**src/hdl/wsfr_pkg.sv**
```systemverilog
// Shared types and constants for the WebSocket frame receiver.
// No dependencies; used by the front end, the queue and the output stage.
`default_nettype none
package wsfr_pkg;

  localparam logic [3:0] OpText   = 4'd1;
  localparam logic [3:0] OpBinary = 4'd2;
  localparam logic [3:0] OpPing   = 4'd9;

  localparam logic [6:0] Len7Ext16 = 7'd126;
  localparam logic [6:0] Len7Ext64 = 7'd127;

  localparam logic [3:0] ExtBytes16 = 4'd2;
  localparam logic [3:0] ExtBytes64 = 4'd8;
  localparam logic [3:0] ExtUpperLimit = 4'd4;

  localparam logic [1:0] KindText   = 2'd0;
  localparam logic [1:0] KindBinary = 2'd1;
  localparam logic [1:0] KindPong   = 2'd2;
  localparam logic [1:0] KindError  = 2'd3;

  // Result class as decided by the front end.
  typedef enum logic [1:0] {
    CLS_DATA,
    CLS_EMPTY,
    CLS_PONG,
    CLS_ERROR
  } cls_e;

  typedef struct packed {
    cls_e       cls;
    logic       binary;
    logic [7:0] data;
    logic       last;
  } entry_t;

endpackage
`default_nettype wire

```
**src/hdl/wsfr_front.sv**
```systemverilog
// Front end: header parser that accepts received bytes and classifies them.
// Uses wsfr_pkg; pushes one queue entry per byte that yields a result.
`default_nettype none
module wsfr_front (
  input  wire logic            clk_i,
  input  wire logic            rst_ni,
  input  wire logic            in_valid_i,
  output logic                 in_ready_o,
  input  wire logic [7:0]      rx_byte_i,
  input  wire logic            message_end_i,
  input  wire logic            q_full_i,
  output logic                 push_o,
  output wsfr_pkg::entry_t     entry_o
);

  typedef enum logic [2:0] {
    PH_HANDSHAKE,
    PH_HDR0,
    PH_HDR1,
    PH_EXTLEN,
    PH_PAYLOAD,
    PH_STOPPED
  } phase_e;

  phase_e      phase_q, phase_d;
  logic [3:0]  opcode_q, opcode_d;
  logic [3:0]  len_left_q, len_left_d;
  logic [31:0] len_acc_q, len_acc_d;
  logic [31:0] pay_left_q, pay_left_d;

  logic        acc;
  logic        done;
  logic [31:0] done_len;
  logic        last;

  assign in_ready_o = !q_full_i;
  assign acc = in_valid_i && in_ready_o;

  always_comb begin
    phase_d    = phase_q;
    opcode_d   = opcode_q;
    len_left_d = len_left_q;
    len_acc_d  = len_acc_q;
    pay_left_d = pay_left_q;
    done       = 1'b0;
    done_len   = '0;
    last       = 1'b0;
    push_o     = 1'b0;
    entry_o    = '{cls: wsfr_pkg::CLS_DATA, binary: 1'b0, data: rx_byte_i, last: 1'b0};
    if (acc) begin
      unique case (phase_q)
        PH_HANDSHAKE: begin
          if (message_end_i) phase_d = PH_HDR0;
        end
        PH_HDR0: begin
          opcode_d = rx_byte_i[3:0];
          phase_d  = PH_HDR1;
        end
        PH_HDR1: begin
          len_acc_d = '0;
          if (rx_byte_i[6:0] == wsfr_pkg::Len7Ext16) begin
            len_left_d = wsfr_pkg::ExtBytes16;
            phase_d    = PH_EXTLEN;
          end else if (rx_byte_i[6:0] == wsfr_pkg::Len7Ext64) begin
            len_left_d = wsfr_pkg::ExtBytes64;
            phase_d    = PH_EXTLEN;
          end else begin
            done     = 1'b1;
            done_len = {25'd0, rx_byte_i[6:0]};
          end
        end
        PH_EXTLEN: begin
          if (len_left_q > wsfr_pkg::ExtUpperLimit && rx_byte_i != 8'd0) begin
            phase_d = PH_STOPPED;
            push_o  = 1'b1;
            entry_o = '{cls: wsfr_pkg::CLS_ERROR, binary: 1'b0, data: 8'd0, last: 1'b1};
          end else begin
            len_acc_d  = {len_acc_q[23:0], rx_byte_i};
            len_left_d = len_left_q - 4'd1;
            if (len_left_q == 4'd1) begin
              done     = 1'b1;
              done_len = {len_acc_q[23:0], rx_byte_i};
            end
          end
        end
        PH_PAYLOAD: begin
          pay_left_d = pay_left_q - 32'd1;
          last       = (pay_left_q == 32'd1);
          if (last) phase_d = PH_HDR0;
          if (opcode_q == wsfr_pkg::OpText || opcode_q == wsfr_pkg::OpBinary) begin
            push_o  = 1'b1;
            entry_o = '{cls: wsfr_pkg::CLS_DATA, binary: (opcode_q == wsfr_pkg::OpBinary),
                        data: rx_byte_i, last: last};
          end else if (opcode_q == wsfr_pkg::OpPing && last) begin
            push_o  = 1'b1;
            entry_o = '{cls: wsfr_pkg::CLS_PONG, binary: 1'b0, data: 8'd0, last: 1'b1};
          end
        end
        PH_STOPPED: begin
        end
        default: begin
        end
      endcase
      // Header complete: enter payload or finish a zero-length frame.
      if (done) begin
        pay_left_d = done_len;
        if (done_len != 32'd0) begin
          phase_d = PH_PAYLOAD;
        end else begin
          phase_d = PH_HDR0;
          if (opcode_q == wsfr_pkg::OpText || opcode_q == wsfr_pkg::OpBinary) begin
            push_o  = 1'b1;
            entry_o = '{cls: wsfr_pkg::CLS_EMPTY, binary: (opcode_q == wsfr_pkg::OpBinary),
                        data: 8'd0, last: 1'b1};
          end else if (opcode_q == wsfr_pkg::OpPing) begin
            push_o  = 1'b1;
            entry_o = '{cls: wsfr_pkg::CLS_PONG, binary: 1'b0, data: 8'd0, last: 1'b1};
          end
        end
      end
    end
  end

  always_ff @(posedge clk_i or negedge rst_ni) begin
    if (!rst_ni) begin
      phase_q    <= PH_HANDSHAKE;
      opcode_q   <= '0;
      len_left_q <= '0;
      len_acc_q  <= '0;
      pay_left_q <= '0;
    end else begin
      phase_q    <= phase_d;
      opcode_q   <= opcode_d;
      len_left_q <= len_left_d;
      len_acc_q  <= len_acc_d;
      pay_left_q <= pay_left_d;
    end
  end

endmodule
`default_nettype wire

```
**src/hdl/wsfr_fifo.sv**
```systemverilog
// Short result queue between the front end and the output stage.
// Uses wsfr_pkg for the entry type.
`default_nettype none
module wsfr_fifo #(
  parameter int unsigned Depth = 4
) (
  input  wire logic             clk_i,
  input  wire logic             rst_ni,
  input  wire logic             push_i,
  input  wire wsfr_pkg::entry_t entry_i,
  output logic                  full_o,
  input  wire logic             pop_i,
  output logic                  valid_o,
  output wsfr_pkg::entry_t      entry_o
);

  localparam int unsigned PtrW = (Depth > 1) ? $clog2(Depth) : 1;
  localparam int unsigned CntW = $clog2(Depth + 1);
  localparam logic [PtrW-1:0] PtrLast = PtrW'(Depth - 1);
  localparam logic [CntW-1:0] CntFull = CntW'(Depth);

  wsfr_pkg::entry_t mem_q [Depth];
  logic [PtrW-1:0]  wr_ptr_q, rd_ptr_q;
  logic [CntW-1:0]  count_q;

  assign full_o  = (count_q == CntFull);
  assign valid_o = (count_q != '0);
  assign entry_o = mem_q[rd_ptr_q];

  always_ff @(posedge clk_i) begin
    if (push_i) mem_q[wr_ptr_q] <= entry_i;
  end

  always_ff @(posedge clk_i or negedge rst_ni) begin
    if (!rst_ni) begin
      wr_ptr_q <= '0;
      rd_ptr_q <= '0;
      count_q  <= '0;
    end else begin
      if (push_i) wr_ptr_q <= (wr_ptr_q == PtrLast) ? '0 : wr_ptr_q + 1'b1;
      if (pop_i) rd_ptr_q <= (rd_ptr_q == PtrLast) ? '0 : rd_ptr_q + 1'b1;
      if (push_i && !pop_i) count_q <= count_q + 1'b1;
      else if (!push_i && pop_i) count_q <= count_q - 1'b1;
    end
  end

endmodule
`default_nettype wire

```
**src/hdl/wsfr_back.sv**
```systemverilog
// Output stage: turns queue entries into result fields in an output register.
// Uses wsfr_pkg for the entry type and result kind codes.
`default_nettype none
module wsfr_back (
  input  wire logic             clk_i,
  input  wire logic             rst_ni,
  input  wire logic             q_valid_i,
  input  wire wsfr_pkg::entry_t entry_i,
  output logic                  pop_o,
  output logic                  out_valid_o,
  input  wire logic             out_ready_i,
  output logic [1:0]            kind_o,
  output logic [7:0]            payload_byte_o,
  output logic                  frame_last_o,
  output logic                  empty_frame_o
);

  logic       valid_q;
  logic [1:0] kind_d;
  logic [7:0] byte_d;
  logic       last_d;
  logic       empty_d;

  assign pop_o       = q_valid_i && (!valid_q || out_ready_i);
  assign out_valid_o = valid_q;

  always_comb begin
    kind_d  = wsfr_pkg::KindError;
    byte_d  = 8'd0;
    last_d  = 1'b1;
    empty_d = 1'b0;
    unique case (entry_i.cls)
      wsfr_pkg::CLS_DATA: begin
        kind_d = entry_i.binary ? wsfr_pkg::KindBinary : wsfr_pkg::KindText;
        byte_d = entry_i.data;
        last_d = entry_i.last;
      end
      wsfr_pkg::CLS_EMPTY: begin
        kind_d  = entry_i.binary ? wsfr_pkg::KindBinary : wsfr_pkg::KindText;
        empty_d = 1'b1;
      end
      wsfr_pkg::CLS_PONG:  kind_d = wsfr_pkg::KindPong;
      wsfr_pkg::CLS_ERROR: kind_d = wsfr_pkg::KindError;
      default:             kind_d = wsfr_pkg::KindError;
    endcase
  end

  always_ff @(posedge clk_i or negedge rst_ni) begin
    if (!rst_ni) begin
      valid_q <= 1'b0;
    end else if (pop_o) begin
      valid_q <= 1'b1;
    end else if (out_ready_i) begin
      valid_q <= 1'b0;
    end
  end

  always_ff @(posedge clk_i) begin
    if (pop_o) begin
      kind_o         <= kind_d;
      payload_byte_o <= byte_d;
      frame_last_o   <= last_d;
      empty_frame_o  <= empty_d;
    end
  end

endmodule
`default_nettype wire

```
**src/hdl/websocket_frame_receiver.sv**
```systemverilog
// Top level of the WebSocket frame receiver: front end, result queue, output stage.
// Depends on wsfr_pkg, wsfr_front, wsfr_fifo and wsfr_back.
//
//   channel | handshake                | payload
//   --------+--------------------------+-------------------------------------------
//   in      | in_valid_i / in_ready_o  | rx_byte_i, message_end_i
//   out     | out_valid_o / out_ready_i| kind_o, payload_byte_o, frame_last_o,
//           |                          | empty_frame_o
//
// One byte is taken every cycle while the result queue has room; the header parser
// handles it as accepted; each result goes via the queue into the output register.
// in_ready_o drops only when the QueueDepth-entry result queue is full.
// rst_ni clears parser state and queue; parsing restarts with the handshake discard.
`default_nettype none
module websocket_frame_receiver #(
  parameter int unsigned QueueDepth = 4
) (
  input  wire logic       clk_i,
  input  wire logic       rst_ni,
  input  wire logic       in_valid_i,
  output logic            in_ready_o,
  input  wire logic [7:0] rx_byte_i,
  input  wire logic       message_end_i,
  output logic            out_valid_o,
  input  wire logic       out_ready_i,
  output logic [1:0]      kind_o,
  output logic [7:0]      payload_byte_o,
  output logic            frame_last_o,
  output logic            empty_frame_o
);

  logic             push;
  logic             q_full;
  logic             q_valid;
  logic             pop;
  wsfr_pkg::entry_t push_entry;
  wsfr_pkg::entry_t head_entry;

  wsfr_front u_front (
    .clk_i        (clk_i),
    .rst_ni       (rst_ni),
    .in_valid_i   (in_valid_i),
    .in_ready_o   (in_ready_o),
    .rx_byte_i    (rx_byte_i),
    .message_end_i(message_end_i),
    .q_full_i     (q_full),
    .push_o       (push),
    .entry_o      (push_entry)
  );

  wsfr_fifo #(
    .Depth(QueueDepth)
  ) u_fifo (
    .clk_i  (clk_i),
    .rst_ni (rst_ni),
    .push_i (push),
    .entry_i(push_entry),
    .full_o (q_full),
    .pop_i  (pop),
    .valid_o(q_valid),
    .entry_o(head_entry)
  );

  wsfr_back u_back (
    .clk_i         (clk_i),
    .rst_ni        (rst_ni),
    .q_valid_i     (q_valid),
    .entry_i       (head_entry),
    .pop_o         (pop),
    .out_valid_o   (out_valid_o),
    .out_ready_i   (out_ready_i),
    .kind_o        (kind_o),
    .payload_byte_o(payload_byte_o),
    .frame_last_o  (frame_last_o),
    .empty_frame_o (empty_frame_o)
  );

endmodule
`default_nettype wire

```
**config.mk**
```make
export PLATFORM = sky130hd
export DESIGN_NAME = websocket_frame_receiver
export DESIGN_NICKNAME = d
export VERILOG_FILES = /design/src/hdl/wsfr_pkg.sv /design/src/hdl/wsfr_front.sv /design/src/hdl/wsfr_fifo.sv /design/src/hdl/wsfr_back.sv /design/src/hdl/websocket_frame_receiver.sv
export SDC_FILE = /design/constraint.sdc
export NUM_CORES = 1
export LEC_CHECK = 0
export ABC_CLOCK_PERIOD_IN_PS = 3400
export BUFFER_PORTS_ARGS = -buffer_cell sky130_fd_sc_hd__buf_2
export CAP_MARGIN = 25
export CORE_MARGIN = 5
export CORE_UTILIZATION = 50
export DETAILED_ROUTE_END_ITERATION = 12
export PLACE_DENSITY = 0.67
export SLEW_MARGIN = 10
export SYNTH_ARGS = -nofsm -noshare
export SYNTH_HDL_FRONTEND = slang
export SYNTH_SLANG_ARGS = --single-unit
export TNS_END_PERCENT = 20
```
**constraint.sdc**
```tcl
create_clock -name clk_i -period 3.4 [get_ports clk_i]
set_input_delay 0.68 -clock clk_i [delete_from_list [all_inputs] [get_ports clk_i]]
set_output_delay 0.68 -clock clk_i [all_outputs]
set_load 0.01 [all_outputs]
```
# [After elaboration in Yosys (flattened, before gate mapping)]
# Memory sizes are Yosys's and may differ from the RTL's.
# Index checks and enable logic that the tools add are counted.
[word_totals] reg_bits=87 ram_bits=48 in_bits=13 out_inout_bits=14 wordCells=129 mem_count=1
[op_classes] addsub=6 magnitude_cmp=1 eq_ne=23 n_mux=57 n_reduce_logical=28
[memory_table] memory="u_fifo.mem_q" words=4 width=12 read_ports=1 rd_ports_with_merged_regs=0 write_ports=1 line="wsfr_fifo.sv:22" rtl="wsfr_pkg::entry_t mem_q [Depth];"
[op_table] op="$mux W32" n=6
[op_table] op="$mux W12" n=8
[op_table] op="$pmux W32 S2" n=1
[op_table] op="$pmux W24 S2" n=1
[op_table] op="$eq A32 B1 Y1 const B" n=1
[op_table] op="$reduce_bool A32 Y1" n=1
[op_table] op="$sub A32 B1 Y32 const B" n=1
[op_table] op="$mux W3" n=9
[op_table] op="$mux W24" n=1
[op_table] op="$pmux W12 S2" n=1
[op_table] op="$mux W1" n=19
[op_table] op="$pmux W3 S5" n=1
[op_table] op="$eq A7 B7 Y1 const B" n=2
[op_table] op="$mux W4" n=3
[op_table] op="$ne A3 B1 Y1 const B" n=3
[op_table] op="$eq A2 B2 Y1 const B" n=4
[op_table] op="$eq A4 B1 Y1 const B" n=2
[op_table] op="$pmux W4 S2" n=1
[op_table] op="$reduce_bool A2 Y1" n=4
[op_table] op="$reduce_bool A8 Y1" n=1
[op_table] op="$mux W7" n=1
[op_table] op="$eq A3 B2 Y1 const B" n=2
[op_table] op="$eq A3 B3 Y1 const B" n=2
[op_table] op="$logic_and A1 B1 Y1" n=6
[op_table] op="other kinds (26)" n=34

# [Longest topological paths before layout]
[depth] word_depth=14 mapped_depth=13 mapped_depth_nobuf=13

# [Modules after synthesis]
# Synthesis repeated with hierarchy kept, for this count alone.
[unflattened] hier_cells=605 area_unflattened_um2=6552.5
[by_module_without_submodules] module="wsfr_front" n_inst=1 cells_each=476 area_per_inst_um2=3887.5 seq_area_each_um2=1676.6
[by_module_without_submodules] module="wsfr_fifo" n_inst=1 cells_each=100 area_per_inst_um2=2177.1 seq_area_each_um2=1616.6
[by_module_without_submodules] module="wsfr_back" n_inst=1 cells_each=29 area_per_inst_um2=488.0 seq_area_each_um2=385.4

# [Least setup slack after synthesis]
# No wires, ideal clock.
[synth_path] path_kind="register -> register" start="register u_front.pay_left_q[26]" end="register u_fifo.count_q[2]" setup_time_ps=79 arrival_time_ps=3129 required_ps=3321 setup_slack_ps=192 path_stages_with_launch=13 n_path_buf=1 period_less_slack_ps=3208 path_cell_list="dfrtp_1 -> or4_1 -> buf_2 -> or4_4 -> nor4_4 -> a21boi_2 -> a31oi_4 -> ha_1 -> inv_1 -> fa_1 -> xor2_1 -> nor2_1 -> xor2_1"
[synth_via] elab_chain_len=13 elab_cells_between_ends=15 classes_between="1 x eq/ne; 9 x mux; 5 x reduce/logical"
[synth_rtl] item="start: declaration" line="wsfr_front.sv:29" rtl="logic [31:0] pay_left_q, pay_left_d;"
[synth_rtl] item="start signal: assignment" line="wsfr_front.sv:136" rtl="pay_left_q <= pay_left_d;"
[synth_rtl] item="$eq A32 B1 Y1 (*)" line="wsfr_front.sv:88" rtl="last = (pay_left_q == 32'd1);"
[synth_rtl] item="$logic_and A1 B1 Y1 (*)" line="wsfr_front.sv:94" rtl="end else if (opcode_q == wsfr_pkg::OpPing && last) begin"
[synth_rtl] item="$mux W1 (*)" line="wsfr_front.sv:94"
[synth_rtl] item="$mux W1 (*)" line="wsfr_front.sv:90" rtl="if (opcode_q == wsfr_pkg::OpText || opcode_q == wsfr_pkg::OpBinary) begin"
[synth_rtl] item="$pmux W1 S2 (*)" line="wsfr_front.sv:51" rtl="unique case (phase_q)"
[synth_rtl] item="$mux W1" line="wsfr_front.sv:115" rtl="end else if (opcode_q == wsfr_pkg::OpPing) begin"
[synth_rtl] item="$mux W1" line="wsfr_front.sv:111" rtl="if (opcode_q == wsfr_pkg::OpText || opcode_q == wsfr_pkg::OpBinary) begin"
[synth_rtl] item="$mux W1" line="wsfr_front.sv:107" rtl="if (done_len != 32'd0) begin"
[synth_rtl] item="$mux W1 (*)" line="wsfr_front.sv:105" rtl="if (done) begin"
[synth_rtl] item="$mux W1 (*)" line="wsfr_front.sv:50" rtl="if (acc) begin"
[synth_rtl] item="net push" line="websocket_frame_receiver.sv:32" rtl="logic push;"
[synth_rtl] item="$logic_not A1 Y1" line="wsfr_fifo.sv:43" rtl="else if (!push_i && pop_i) count_q <= count_q - 1'b1;"
[synth_rtl] item="$logic_and A1 B1 Y1" line="wsfr_fifo.sv:43"
[synth_rtl] item="$reduce_bool A2 Y1 (no line)"
[synth_rtl] item="end signal: assignment" line="wsfr_fifo.sv:42" rtl="if (push_i && !pop_i) count_q <= count_q + 1'b1;"
[synth_rtl] item="end signal: assignment" line="wsfr_fifo.sv:43"
[synth_rtl] item="end: declaration" line="wsfr_fifo.sv:24" rtl="logic [CntW-1:0] count_q;"
# Mark *: on every way through the listed nets, which the timed path passes. The rest lies on a longest branch.
# A chain may end at the register's enable or synchronous reset.

# [Worst setup path in the final report]
# Ends and elaborated chain as after synthesis.

==> results by group <==
Yosys
  • Post-synthesis register bit count: around 140
  • Number of flops mapped to enable cells by yosys: 60
  • Syn Area/Cell: 11.72 um2
  • Sequential share of the synthesized area: 57.39%
  • Compound-Gate Fraction of Synth Area: about 16%
  • Post-synthesis mux area share: between 6 and 7%
  • Main combinational cell family by area after synthesis: compound AO/OA/AOI/OAI gates
  • Prevailing post-synth register cell: dfrtp_1
  • Synth Warn #: 0
  • Count of cell types in the netlist: 57
  • Simple-gate portion of the synthesized area: between 10% and 20%
  • Synthesized instance count: between 500 and 600
  • Adder-cell area share of the yosys netlist: 2.264%
  • FFs w/ async S/R, synth: about 56%
  • Synthesized area: approximately 6400 um2
  • Post-Synth XOR/XNOR Area: less than 1%
  • Mapped Nets: approximately 570

Drt
  • Antenna Nets Post-Route: 0
  • Residual DRC: 0
  • M1 WL: roughly 7.1 mm
  • Length of routed met2 wiring: roughly 6.5 mm
  • WL met3: 881 um
  • Drt wl/cell: between 15 and 20 um
  • Top sig layer: met4
  • Post-Route WL: 14.71 mm
  • Iteration-0 DRC Markers: about 420
  • Drt pass-1 iters: 5
  • Vias post-DR: 4,620
  • Vias/cell: approximately 6.0

Global routing
  • Grt total ovfl: 0
  • Total GRT Usage: between 20% and 30%
  • Global-route wire length before repair: between 20 and 25 mm
  • Vias in the first global route: 4,583
  • Antenna violations before repair: 0
  • Largest net degree at the start of global routing: between 70 and 80

Clock network
  • Clock Latency Late Sink: approximately 420 ps
  • Clock buffer count from CTS: 17
  • Post-CTS setup buffers: 0
  • Cells resized by post-CTS repair: 0
  • H-Tree Depth: 4
  • TritonCTS clock tree: done
  • CTS clk-pin slew, worst paths: around 60 ps
  • Hold Buf Count CTS: 0
  • CTS max path bufs: 2
  • Sink Count: approximately 140
  • Root buf cell: clkbuf_16

Min path
  • Hold/Removal Path Class: in -> async

Timing
  • Final period util: 93.63%
  • Worst Setup Slack, final: 216.5 ps
  • Slew Limit Fails: 0
  • Max_slew headroom: between 40 and 50%
  • Clock skew: slightly above 7 ps
  • Hold Vio Cnt, Final: 0
  • RSZ-0062 raised after global routing: false
  • Max frequency: between 0.3 and 0.4 GHz
  • Setup TNS: 0 ps
  • Final setup viols: 0
  • Worst-Margin Slew: ~800 ps
  • Final min period: 3184 ps

Critical path
  • CP Launch Type: flip-flop
  • Req. time, crit path: ~3700 ps
  • Worst endpoint data arrival time: approximately 3500 ps
  • RR Startpoint: u_front.pay_left_q[26]$_DFFE_PN0P_
  • Worst Setup End Kind: flip-flop
  • CP Launch Point: u_front.pay_left_q[26]$_DFFE_PN0P_
  • Crit Path Max Fanout: 3
  • Path type of the worst setup path: reg -> reg

Run status
  • Status: finished, final reports clean

Power
  • Max IR drop VDD: between 300 and 400 uV
  • Pwr per Cell Area: ~800 nW/um2
  • Leak: between 0.002 and 0.003 uW

Layout
  • Diodes inserted: 0
  • NumNets Final: 615
  • Post-layout util: between 50 and 60%
  • Final cell count without fillers: 776
  • Area Growth Syn to Fin: 15.91%
  • Design Area, Final: 7430 um2
  • Share of cells above drive strength 1: between 20% and 30%

Run
  • Max-Cap Viols: 0

Floorplanning
  • Core footprint: around 13,000 um2
  • Initial Util: approximately half
  • DIE HEIGHT: around 120 um
  • Die ar.: between 15,000 and 20,000 um2
  • IO Count: 27
  • Die Width: approximately 120 um
  • Number of placement rows: 41

Place
  • Routability cong.: slightly below 1
  • Placed cell area: between 6000 and 7000 um2
  • DP HPWL: about 10 mm
  • Placement Setup Slack: between 150 and 200 ps
  • IO Port Bufs: 26
  • Placed Cells: between 700 and 800
[per-stage QoR]
step	hold WS (ps)	total power, uW
floorplan	384.4	3637
global placement	484.2	4167
detailed placement	489.0	4230
CTS	440.2	5958
global route	91.66	6292
finish	100.6	5940
[Yosys cell counts, drive strengths merged, types with 12 or more instances]
master  number  area (um2)
inv         19       71.32
o21ai       50       250.2
a21oi       28       140.1
nor4        17       121.4
mux2        12       135.1
nand2       25       93.84
mux4        12       270.3
a22o        28       246.5
nor3        20       100.1
clkbuf      27       101.4
dfrtp       75        1877
edfxtp      60        1802
nor2        42       157.7
[final cells by class]
cell class,count,area (um2)
clock buffer,23,447.9
clock inverter,9,103.9
fill,1072,5190
inverter,19,71.32
multi-input combinational,365,2557
sequential,135,3679
tap,172,215.2
timing repair buffer,53,355.3
[critical path: stages (launching register included)]
cell and delay [ps]:
dfrtp_1 390, or4_1 530, or4_4 480, nor4_4 330
a21boi_2 120, a31oi_4 230, ha_1 200, inv_1 60
fa_1 370, xor2_1 150, nor2_1 110, xor2_1 140
[worst paths after layout]
| path | end | slack [ps] | cells after the start |
|---|---|---|---|
| worst max-delay path | u_fifo.count_q[2]$_DFFE_PN0P_ | 220 | 11 |
| worst min-delay path | u_fifo.rd_ptr_q[1]$_DFFE_PN0P_ | 100 | 1 |
| worst max register to register | u_fifo.count_q[2]$_DFFE_PN0P_ | 220 | 11 |
| worst min register to register | u_fifo.count_q[2]$_DFFE_PN0P_ | 500 | 1 |
| max in group asynchronous | u_front.pay_left_q[9]$_DFFE_PN0P_ | 2730 | 2 |
| min in group clk_i | u_back.out_valid_o$_DFFE_PN0P_ | 460 | 2 |
[layer usage]
metal	GRT usage [%]	up-vias
met5	0	-
met4	7.543	0
met3	4.849	25
met2	30.11	150
met1	31.35	2272
li1	-	2173
[placed cells by master, fill, tap and decap left out, types with 10 or more instances in the layout]
cell	n
a21oi_1	28
a22o_1	27
a22oi_1	10
buf_2	25
buf_4	27
clkbuf_16	17
dfrtp_1	75
edfxtp_1	60
ha_1	10
inv_1	19
mux2_2	12
mux4_2	12
nand2_1	25
nand3_1	10
nor2_1	42
nor2b_1	10
nor3_1	20
nor4_1	16
o21ai_0	49
[state kept, by name, summed over array words and instances, names as in the netlist, 3 cells and up]
name	cells
u_fifo.mem_q	48
u_front.pay_left_q	32
u_front.len_acc_q	24
u_front.phase_q	3
u_back.payload_byte_o	8
u_fifo.count_q	3
u_front.len_left_q	4
u_front.opcode_q	4
[power by group]
group          leakage, uW  internal [uW]  switching, uW
Clock             0.000265           1070            659
Sequential         0.00153           2090            367
Combinational      0.00114            780            970
[cells by family (layout without fill, tap and decap cells)]
| kind of cell | after synthesis | after routing |
|---|---|---|
| simple gates | 170 | 170 |
| compound gates | 155 | 155 |
| flops | 135 | 135 |
| buf+inv | 47 | 104 |
| mux | 26 | 26 |
| fa+ha+maj | 11 | 11 |
| xor+xnor | 3 | 3 |
Power figures use the tool's default switching activity.
